[config.mk]
export PLATFORM = sky130hd
export DESIGN_NAME = base64_stream_encoder
export DESIGN_NICKNAME = d
export VERILOG_FILES = /design/src/hw/rtl/b64e_pkg.sv /design/src/hw/rtl/b64e_front.sv /design/src/hw/rtl/b64e_queue.sv /design/src/hw/rtl/b64e_back.sv /design/src/hw/rtl/base64_stream_encoder.sv
export SDC_FILE = /design/constraint.sdc
export NUM_CORES = 1
export LEC_CHECK = 0
export ABC_AREA = 1
export BUFFER_PORTS_ARGS = -buffer_cell sky130_fd_sc_hd__buf_4
export CELL_PAD_IN_SITES_DETAIL_PLACEMENT = 1
export CELL_PAD_IN_SITES_GLOBAL_PLACEMENT = 2
export CORE_MARGIN = 3
export CORE_UTILIZATION = 44
export DETAILED_ROUTE_END_ITERATION = 8
export MAX_ROUTING_LAYER = met4
export PLACE_DENSITY_LB_ADDON = 0.1
export RECOVER_POWER = 50
export REMOVE_ABC_BUFFERS = 1
export SLEW_MARGIN = 5
export SYNTH_ARGS = -nofsm -noshare
export SYNTH_HDL_FRONTEND = slang
export SYNTH_SLANG_ARGS = --single-unit
export TNS_END_PERCENT = 5
[constraint.sdc]
create_clock -name clk -period 3.72 [get_ports clk]
set_input_delay 0.372 -clock clk [delete_from_list [all_inputs] [get_ports clk]]
set_output_delay 0.372 -clock clk [all_outputs]
set_load 0.02 [all_outputs]
[src/hw/rtl/b64e_pkg.sv]
package b64e_pkg;

    localparam int QUEUE_DEPTH_DEFAULT = 4;

    localparam logic [6:0] PAD_CHAR    = 7'd61;
    localparam logic [6:0] CHAR_PLUS   = 7'd43;
    localparam logic [6:0] CHAR_SLASH  = 7'd47;
    localparam logic [6:0] UPPER_BASE  = 7'd65;
    localparam logic [6:0] LOWER_DELTA = 7'd71;
    localparam logic [6:0] DIGIT_DELTA = 7'd4;
    localparam logic [5:0] UPPER_END   = 6'd26;
    localparam logic [5:0] LOWER_END   = 6'd52;
    localparam logic [5:0] DIGIT_END   = 6'd62;
    localparam logic [5:0] CODE_PLUS   = 6'd62;

    typedef struct packed {
        logic [7:0] data_byte;
        logic       last_byte;
    } in_item_t;

    typedef struct packed {
        logic [6:0] out_char;
        logic       out_last;
    } out_item_t;

    // one byte's work: up to two sextets, then padding up to total_m1 + 1 characters
    typedef struct packed {
        logic [1:0][5:0] sx;
        logic [1:0]      nsx;
        logic [1:0]      total_m1;
        logic            last;
    } op_t;

    function automatic logic [6:0] b64_char(input logic [5:0] v);
        logic [6:0] v7;
        logic [6:0] r;
        v7 = {1'b0, v};
        if (v < UPPER_END)
        begin
            r = UPPER_BASE + v7;
        end
        else if (v < LOWER_END)
        begin
            r = LOWER_DELTA + v7;
        end
        else if (v < DIGIT_END)
        begin
            r = v7 - DIGIT_DELTA;
        end
        else if (v == CODE_PLUS)
        begin
            r = CHAR_PLUS;
        end
        else
        begin
            r = CHAR_SLASH;
        end
        return r;
    endfunction

endpackage

[src/hw/rtl/b64e_front.sv]
module b64e_front (
    input  logic               clk,
    input  logic               rst_n,
    input  logic               push,
    input  b64e_pkg::in_item_t item,
    input  logic               full,
    output logic               wr_en,
    output b64e_pkg::op_t      op
);
    import b64e_pkg::*;

    localparam logic [1:0] PHASE_START = 2'd0;
    localparam logic [1:0] PHASE_MID   = 2'd1;
    localparam logic [1:0] PHASE_END   = 2'd2;

    logic [1:0] phase_reg;
    logic [1:0] phase_next;
    logic [3:0] left_reg;
    logic [3:0] left_next;
    logic [7:0] b;

    assign b     = item.data_byte;
    assign wr_en = push && !full;

    always_comb
    begin
        op         = '0;
        phase_next = PHASE_START;
        left_next  = '0;
        unique case (phase_reg)
            PHASE_MID:
            begin
                op.sx[0] = {left_reg[1:0], b[7:4]};
                if (item.last_byte)
                begin
                    op.sx[1]    = {b[3:0], 2'b00};
                    op.nsx      = 2'd2;
                    op.total_m1 = 2'd2;
                    op.last     = 1'b1;
                end
                else
                begin
                    op.nsx      = 2'd1;
                    op.total_m1 = 2'd0;
                    phase_next  = PHASE_END;
                    left_next   = b[3:0];
                end
            end
            PHASE_END:
            begin
                op.sx[0]    = {left_reg, b[7:6]};
                op.sx[1]    = b[5:0];
                op.nsx      = 2'd2;
                op.total_m1 = 2'd1;
                op.last     = item.last_byte;
            end
            default:
            begin
                op.sx[0] = b[7:2];
                if (item.last_byte)
                begin
                    op.sx[1]    = {b[1:0], 4'b0000};
                    op.nsx      = 2'd2;
                    op.total_m1 = 2'd3;
                    op.last     = 1'b1;
                end
                else
                begin
                    op.nsx      = 2'd1;
                    op.total_m1 = 2'd0;
                    phase_next  = PHASE_MID;
                    left_next   = {2'b00, b[1:0]};
                end
            end
        endcase
    end

    always_ff @(posedge clk or negedge rst_n)
    begin
        if (!rst_n)
        begin
            phase_reg <= PHASE_START;
            left_reg  <= '0;
        end
        else if (wr_en)
        begin
            phase_reg <= phase_next;
            left_reg  <= left_next;
        end
    end

endmodule

[src/hw/rtl/b64e_queue.sv]
module b64e_queue #(
    parameter int DEPTH = b64e_pkg::QUEUE_DEPTH_DEFAULT
) (
    input  logic          clk,
    input  logic          rst_n,
    input  logic          wr_en,
    input  b64e_pkg::op_t wr_data,
    output logic          full,
    input  logic          rd_en,
    output logic          rd_valid,
    output b64e_pkg::op_t rd_data
);
    import b64e_pkg::*;

    localparam int PTR_W = (DEPTH > 1) ? $clog2(DEPTH) : 1;
    localparam int CNT_W = $clog2(DEPTH + 1);
    localparam logic [PTR_W-1:0] LAST_PTR = PTR_W'(DEPTH - 1);
    localparam logic [CNT_W-1:0] FULL_CNT = CNT_W'(DEPTH);

    op_t              slot_reg [DEPTH];
    logic [PTR_W-1:0] wr_ptr_reg;
    logic [PTR_W-1:0] rd_ptr_reg;
    logic [CNT_W-1:0] count_reg;

    assign full     = (count_reg == FULL_CNT);
    assign rd_valid = (count_reg != '0);
    assign rd_data  = slot_reg[rd_ptr_reg];

    always_ff @(posedge clk)
    begin
        if (wr_en)
        begin
            slot_reg[wr_ptr_reg] <= wr_data;
        end
    end

    always_ff @(posedge clk or negedge rst_n)
    begin
        if (!rst_n)
        begin
            wr_ptr_reg <= '0;
            rd_ptr_reg <= '0;
            count_reg  <= '0;
        end
        else
        begin
            if (wr_en)
            begin
                wr_ptr_reg <= (wr_ptr_reg == LAST_PTR) ? '0 : wr_ptr_reg + 1'b1;
            end
            if (rd_en)
            begin
                rd_ptr_reg <= (rd_ptr_reg == LAST_PTR) ? '0 : rd_ptr_reg + 1'b1;
            end
            if (wr_en && !rd_en)
            begin
                count_reg <= count_reg + 1'b1;
            end
            else if (rd_en && !wr_en)
            begin
                count_reg <= count_reg - 1'b1;
            end
        end
    end

    a_no_overfill: assert property (@(posedge clk) disable iff (!rst_n)
        full |-> !wr_en)
        else $error("queue written while full");

    a_no_underrun: assert property (@(posedge clk) disable iff (!rst_n)
        rd_en |-> rd_valid)
        else $error("queue read while empty");

    a_count_bound: assert property (@(posedge clk) disable iff (!rst_n)
        count_reg <= FULL_CNT)
        else $error("queue count beyond depth");

endmodule

[src/hw/rtl/b64e_back.sv]
module b64e_back (
    input  logic                clk,
    input  logic                rst_n,
    input  logic                q_valid,
    input  b64e_pkg::op_t       q_data,
    output logic                q_rd,
    output logic                empty,
    input  logic                pop,
    output b64e_pkg::out_item_t result
);
    import b64e_pkg::*;

    op_t        cur_reg;
    logic       cur_valid_reg;
    logic [1:0] idx_reg;
    out_item_t  out_reg;
    logic       out_valid_reg;
    logic       advance;
    logic       at_end;
    logic       load;
    out_item_t  gen;

    assign advance = cur_valid_reg && (!out_valid_reg || pop);
    assign at_end  = (idx_reg == cur_reg.total_m1);
    assign load    = q_valid && (!cur_valid_reg || (advance && at_end));
    assign q_rd    = load;
    assign empty   = !out_valid_reg;
    assign result  = out_reg;

    always_comb
    begin
        gen.out_char = (idx_reg < cur_reg.nsx) ? b64_char(cur_reg.sx[idx_reg[0]]) : PAD_CHAR;
        gen.out_last = cur_reg.last && at_end;
    end

    always_ff @(posedge clk)
    begin
        if (load)
        begin
            cur_reg <= q_data;
        end
        if (advance)
        begin
            out_reg <= gen;
        end
    end

    always_ff @(posedge clk or negedge rst_n)
    begin
        if (!rst_n)
        begin
            cur_valid_reg <= 1'b0;
            idx_reg       <= '0;
            out_valid_reg <= 1'b0;
        end
        else
        begin
            if (load)
            begin
                cur_valid_reg <= 1'b1;
                idx_reg       <= '0;
            end
            else if (advance && at_end)
            begin
                cur_valid_reg <= 1'b0;
            end
            else if (advance)
            begin
                idx_reg <= idx_reg + 1'b1;
            end

            if (advance)
            begin
                out_valid_reg <= 1'b1;
            end
            else if (pop)
            begin
                out_valid_reg <= 1'b0;
            end
        end
    end

    a_idx_in_range: assert property (@(posedge clk) disable iff (!rst_n)
        cur_valid_reg |-> idx_reg <= cur_reg.total_m1)
        else $error("character index past end of op");

    a_has_sextet: assert property (@(posedge clk) disable iff (!rst_n)
        cur_valid_reg |-> (cur_reg.nsx != 2'd0)
                          && (3'(cur_reg.nsx) <= 3'(cur_reg.total_m1) + 3'd1))
        else $error("op with bad sextet count");

    a_gen_lands: assert property (@(posedge clk) disable iff (!rst_n)
        advance |=> out_valid_reg)
        else $error("generated character lost");

endmodule

[src/hw/rtl/base64_stream_encoder.sv]
// Standard base64 encoder for a byte stream. One byte is taken per transfer, with
// last_byte marking the end of a message; characters come out one per transfer, the
// final one of each message (after any '=' padding) flagged by out_last. The input
// side takes a byte every cycle while the op queue has room; the character sequencer
// emits one character per cycle while an op is held and the result is free or popped;
// three bytes make four characters, so the single-character result port sets the
// sustained byte rate. Each op is registered in the queue, then in the current-op register.
module base64_stream_encoder #(
    parameter int QUEUE_DEPTH = b64e_pkg::QUEUE_DEPTH_DEFAULT
) (
    input  logic                clk,
    input  logic                rst_n,
    input  logic                push,
    output logic                full,
    input  b64e_pkg::in_item_t  item,
    output logic                empty,
    input  logic                pop,
    output b64e_pkg::out_item_t result
);
    import b64e_pkg::*;

    logic wr_en;
    op_t  wr_op;
    logic q_rd;
    logic q_valid;
    op_t  q_data;

    b64e_front u_front (
        .clk   (clk),
        .rst_n (rst_n),
        .push  (push),
        .item  (item),
        .full  (full),
        .wr_en (wr_en),
        .op    (wr_op)
    );

    b64e_queue #(
        .DEPTH (QUEUE_DEPTH)
    ) u_queue (
        .clk      (clk),
        .rst_n    (rst_n),
        .wr_en    (wr_en),
        .wr_data  (wr_op),
        .full     (full),
        .rd_en    (q_rd),
        .rd_valid (q_valid),
        .rd_data  (q_data)
    );

    b64e_back u_back (
        .clk     (clk),
        .rst_n   (rst_n),
        .q_valid (q_valid),
        .q_data  (q_data),
        .q_rd    (q_rd),
        .empty   (empty),
        .pop     (pop),
        .result  (result)
    );

endmodule
* Word level (Yosys, flattened, before mapping)
Memories as Yosys holds them, arrays and structs flattened. A register that Yosys moved wholly into a read port is not among the register bits.
Cells that the tools add are included.
** Cells by class
- Add/subtract/negate cells :: 8
- Magnitude comparators :: 5
- Equality and inequality tests :: 8
- Muxes and demuxes :: 31
- Reduce and logical (&&, ||, !) cells :: 20
** Operators by type and width (count)
- 17-bit one-hot mux with 2 select lines :: 1
- 6-bit 2-to-1 mux :: 4
- 7-bit 2-to-1 mux :: 3
- 7-bit by 6-bit adder with 7-bit output, first input constant :: 2
- 2-bit 2-to-1 mux :: 7
- 6-bit less-than comparator, second input constant :: 2
- 4-bit 2-to-1 mux :: 3
- 3-bit 2-to-1 mux :: 3
- 1-bit 2-to-1 mux :: 8
- 4-bit one-hot mux with 2 select lines :: 1
- 2-bit nonzero test :: 4
- 1-bit logical AND :: 7
- 6-bit by 3-bit subtractor with 7-bit output, second input constant :: 1
- 2-bit by 1-bit adder with 2-bit output, second input constant :: 3
- 2-bit equality test, second input constant :: 3
- 6-bit equality test, second input constant :: 1
- 6-bit by 5-bit less-than comparator with 1-bit output, second input constant :: 1
- 1-bit zero test :: 5
- 2-bit one-hot mux with 2 select lines :: 1
- 3-bit by 1-bit adder with 3-bit output, second input constant :: 1
- 3-bit equality test, second input constant :: 1
- 3-bit nonzero test :: 1
- 3-bit by 1-bit subtractor with 3-bit output, second input constant :: 1
- 2-bit by 1-bit equality test with 1-bit output, second input constant :: 1
- other kinds (6) :: 7
** Word-level totals
- Bits in registers :: 25
- Memory bits (writable) :: 68
- Bits of input ports :: 13
- Output and inout bits :: 10
- Memories :: 1
** Memories
- u_queue.slot_reg :: words 4, width 17, rd ports 1, clocked after Yosys merged registers in 1, write ports 1, line b64e_queue.sv:20 : op_t slot_reg [DEPTH];

* Logic depth before layout (Yosys ltp)
- Depth in word-level cells :: 9
- Mapped depth :: 14

* Hierarchy
A second synthesis with hierarchy kept.
** Unflattened totals
- Cells, all modules :: 499
- Area, all modules :: 5315.1 um2
** By module, submodules not included
- b64e_queue :: times used 1, cells an instance 250, area each 3168.0 um2, sequential area each 2217.1 um2
- b64e_back :: times used 1, cells an instance 157, area each 1540.2 um2, sequential area each 850.8 um2
- b64e_front :: times used 1, cells an instance 92, area each 606.8 um2, sequential area each 150.1 um2

* Least setup slack after synthesis
Ideal clock, no wire load.
- Path kind :: reg-to-reg
- Start point :: register u_queue.count_reg[0]
- End point :: register u_queue.count_reg[1]
- Library setup time :: 0.125 ns
- Arrival time :: 2.304 ns
- Required time :: 3.595 ns
- Path slack :: 1.292 ns
- Cell stages (with the launch flop) :: 8
- Clock period less this slack :: 2.428 ns
- Cell sequence :: dfrtp_1 > nor3_1 > nor2_1 > buf_6 > ha_1 > inv_1 > fa_1 > mux2_2
** On the way
- Word-level cells in the longest chain between the ends :: 6
- Elaborated cells between the ends (all ways) :: 14
** Ends and longest elaborated chain
- start: declaration :: line b64e_queue.sv:23 : logic [CNT_W-1:0] count_reg;
- start signal: assignment :: line b64e_queue.sv:57 : count_reg <= count_reg + 1'b1;
- start signal: assignment :: line b64e_queue.sv:61 : count_reg <= count_reg - 1'b1;
- 3-bit equality test (*) :: line b64e_queue.sv:25 : assign full = (count_reg == FULL_CNT);
- named net full :: line base64_stream_encoder.sv:14 : output logic full,
- 1-bit zero test (*) :: line b64e_front.sv:23 : assign wr_en = push && !full;
- 1-bit logical AND (*) :: line b64e_front.sv:23
- named net u_front.wr_en :: line b64e_front.sv:7 : output logic wr_en,
- 1-bit zero test :: line b64e_queue.sv:59 : else if (rd_en && !wr_en)
- 1-bit logical AND :: line b64e_queue.sv:59
- 2-bit nonzero test (no source line)
Mark *: on every way through the listed nets, which the timed path passes. The rest lies on a longest branch. The select of a mux whose other input is x is not followed.
A chain may end at the register's enable or synchronous reset.

* Worst setup path in the final report
- Start point :: register u_queue.count_reg[2]
- End point :: memory u_queue.slot_reg[3][10] (netlist name), enable pin
** On the way
- Word-level cells in the longest chain between the ends :: 5
** Ends and longest elaborated chain
- 3-bit equality test :: line b64e_queue.sv:25
- 1-bit zero test :: line b64e_front.sv:23
- 1-bit logical AND :: line b64e_front.sv:23
- 1-bit 2-to-1 mux :: line b64e_queue.sv:31 : if (wr_en)
- 1-bit 2-to-1 mux (implied by the code) :: line b64e_queue.sv:33 : slot_reg[wr_ptr_reg] <= wr_data;
- end: declaration :: line b64e_queue.sv:20
No other way between the ends.

==> flow_summary.yaml <==
layout:
  nets: 530
  final_common_cell: "edfxtp_1"
  fin_area_mm2: 0.00565
  layout_common_cells: "edfxtp_1 (93), nand2_1 (82), nor2_1 (60), inv_1 (58), o21ai_0 (46)"
  antenna_cells: 0
  area_delta_synth_final_pct: 10.4
  drive_gt1_frac: 0.101
  largest_reg_flops: 68
route:
  m1WireLength_mm: 4.76
  wl_met3_um: 339
  drcViolationCount: 0
  firstDrtPassIters: 4
  via_count: 3337
  wl_met2_mm: 5.32
  drtIter0Drc: 280
  ant_nets: 0
  vias_per_cell: 5.17
  avgRoutedWirePerCell_um: 16.7
  highest_layer: "met4"
  totalWireLength_mm: 10.8
floorplanning:
  die_y_um: 114
  start_util: 0.460
  die_w_um: 114
  die_area_mm2: 0.0130
  ios: 23
  core_area_mm2: 0.0111
  rows: 38
worst_hold_path:
  min_path_type: "input port to flop"
  worstHoldEndpoint: "u_back.out_valid_reg$_DFFE_PN0P_"
  hold_start: "pop"
  whs_path_depth: 2
power:
  p_per_area_mw_per_mm2: 891
  ir_drop_v: 0.000501
  leakagePower_nw: 2.27
  power_mw: 5.04
grt:
  grt_pass1_vias: 3499
  grt_antenna_before_repair: 0
  grt_max_degree: 39
  grt_first_pass_wirelength_mm: 17.6
  track_usage: 0.184
  grt_overflow: 0
timing:
  timing.final.crit_share: 0.769
  worst_slew_pin_slew_ns: 1.22
  slew_violations: 0
  setup_viol: 0
  skew_ns: 0.00828
  fin_tns_setup_ns: 0
  rsz0062_at_grt: "false"
  max_slew_margin: 0.188
  max_freq_ghz: 0.350
  final.min_clock_period_ns: 2.86
  hold_violations: 0
clocking:
  ctsResizeCount: 0
  htreeDepth: 3
  cts_buffers: 9
  tritoncts: "done"
  clockRootBuffer: "clkbuf_16"
  cts.sinks: 110
  clkTransAtPathRegs_ns: 0.07
  clk_path_buf_depth: 2
  clock_latency_ns: 0.36
worst_setup_path:
  crit_path_start_kind: "flop"
  r2r_slack_ns: 0.86
  r2r_cells: 7
  required_ns: 3.69
  crit_type: "flop to flop"
  cp_max_fo: 17
  cp-end-kind: "flop"
  cp.arrival_ns: 2.83
  reg2reg_from: "u_queue.count_reg[2]$_DFFE_PN0P_"
  r2r_end: "u_queue.slot_reg[3][10]$_DFFE_PP_"
run_status:
  outcome: "complete, no violations"
logic_synthesis:
  avgSynthCellArea_um2: 10.8
  netlist_instances: 476
  synth_seq_cells: 110
  yosysSeqAreaShare: 0.628
  synthesis.area_mm2: 0.00512
  ys_types: 34
  yosysWarnings: 0
placement:
  dp_hpwl_mm: 7.50
  io_buffers: 22
  placed_area_mm2: 0.00541
  gp_congestion: 0.839
job:
  drv_cap: 0
[synthesized netlist by cell type, drive strengths merged]
cell / count / share of area
ha: 15 / 0.037
xor2: 2 / 0.0034
a32oi: 2 / 0.0034
nand4: 2 / 0.0024
a21oi: 6 / 0.0066
xnor2: 5 / 0.0085
nor2: 62 / 0.047
fa: 1 / 0.0039
a21boi: 1 / 0.0015
o22ai: 19 / 0.023
mux2: 1 / 0.0022
buf: 9 / 0.016
edfxtp: 93 / 0.55
nand2: 96 / 0.083
inv: 59 / 0.044
nor3: 2 / 0.0020
clkbuf: 6 / 0.0044
o211ai: 6 / 0.0088
o21ai: 49 / 0.050
dfrtp: 17 / 0.083
nand3: 23 / 0.024
[cell type report]
| type | count | area [um^2] |
|---|---|---|
| fill | 1212 | 5470 |
| sequential | 110 | 3220 |
| multi-input combinational | 292 | 1570 |
| inverter | 59 | 226 |
| clock buffer | 9 | 225 |
| tap | 140 | 175 |
| timing repair buffer | 29 | 160 |
| clock inverter | 7 | 77.6 |
[worst max-delay path, stage by stage, from the launching register on]
cell	delay (ns)
dfrtp_1	0.39
inv_1	0.09
nor3_1	0.06
nor2_1	0.09
clkbuf_1	0.60
inv_1	0.20
nor2_1	0.13
clkbuf_1	0.90
[stage by stage]
step,instances,utilization,hold slack (ns),setup slack (ns)
final,646,0.508,0.213,0.859
after global routing,646,0.508,0.215,0.506
after CTS,646,0.514,0.204,1.15
after detailed placement,629,0.486,0.271,1.15
after global placement,629,0.486,0.266,1.27
after floorplan,461,-,0.0764,1.29
[layer usage]
| layer | vias to the layer above | global-route usage |
|---|---|---|
| met4 | 0 | 0.0831 |
| li1 | 1665 | - |
| met5 | - | - |
| met1 | 1592 | 0.217 |
| met3 | 26 | 0.0382 |
| met2 | 54 | 0.305 |
[how the worst max path moves through the flow]
stage,start,to,slack (ns)
5_1_grt,u_queue.count_reg[0]$_DFFE_PN0P_,u_queue.slot_reg[3][10]$_DFFE_PP_,0.51
6_report,u_queue.count_reg[2]$_DFFE_PN0P_,u_queue.slot_reg[3][10]$_DFFE_PP_,0.86
3_3_place_gp,u_back.idx_reg[0]$_DFFE_PN0P_,u_queue.count_reg[1]$_DFFE_PN0P_,1.27
4_1_cts,u_back.idx_reg[0]$_DFFE_PN0P_,u_queue.count_reg[1]$_DFFE_PN0P_,1.15
3_5_place_dp,u_back.idx_reg[0]$_DFFE_PN0P_,u_queue.count_reg[1]$_DFFE_PN0P_,1.15
2_1_floorplan,u_queue.count_reg[0]$_DFFE_PN0P_,u_queue.count_reg[1]$_DFFE_PN0P_,1.29
[logic make-up after synthesis]
| family | synth area share |
|---|---|
| AND/OR/NAND/NOR | 0.159 |
| flip-flops | 0.628 |
| AO/OA/AOI/OAI | 0.0936 |
| buffers and inverters | 0.0642 |
| adder cells (fa/ha/maj) | 0.0405 |
| XOR/XNOR | 0.0120 |
| multiplexers | 0.00220 |
[timing repair]
action / in CTS / in global routing
hold buffers: 1 / 0
setup buffers: 0 / 0
hold endpoints to repair: 17 / 0
[power breakdown]
group / leakage [nW] / internal [mW] / switching, mW / total, mW
clock network: 0.149 / 0.476 / 0.469 / 0.945
registers: 1.07 / 1.88 / 0.181 / 2.06
logic: 1.05 / 0.625 / 1.41 / 2.04
(Power assumes the default switching activity.)
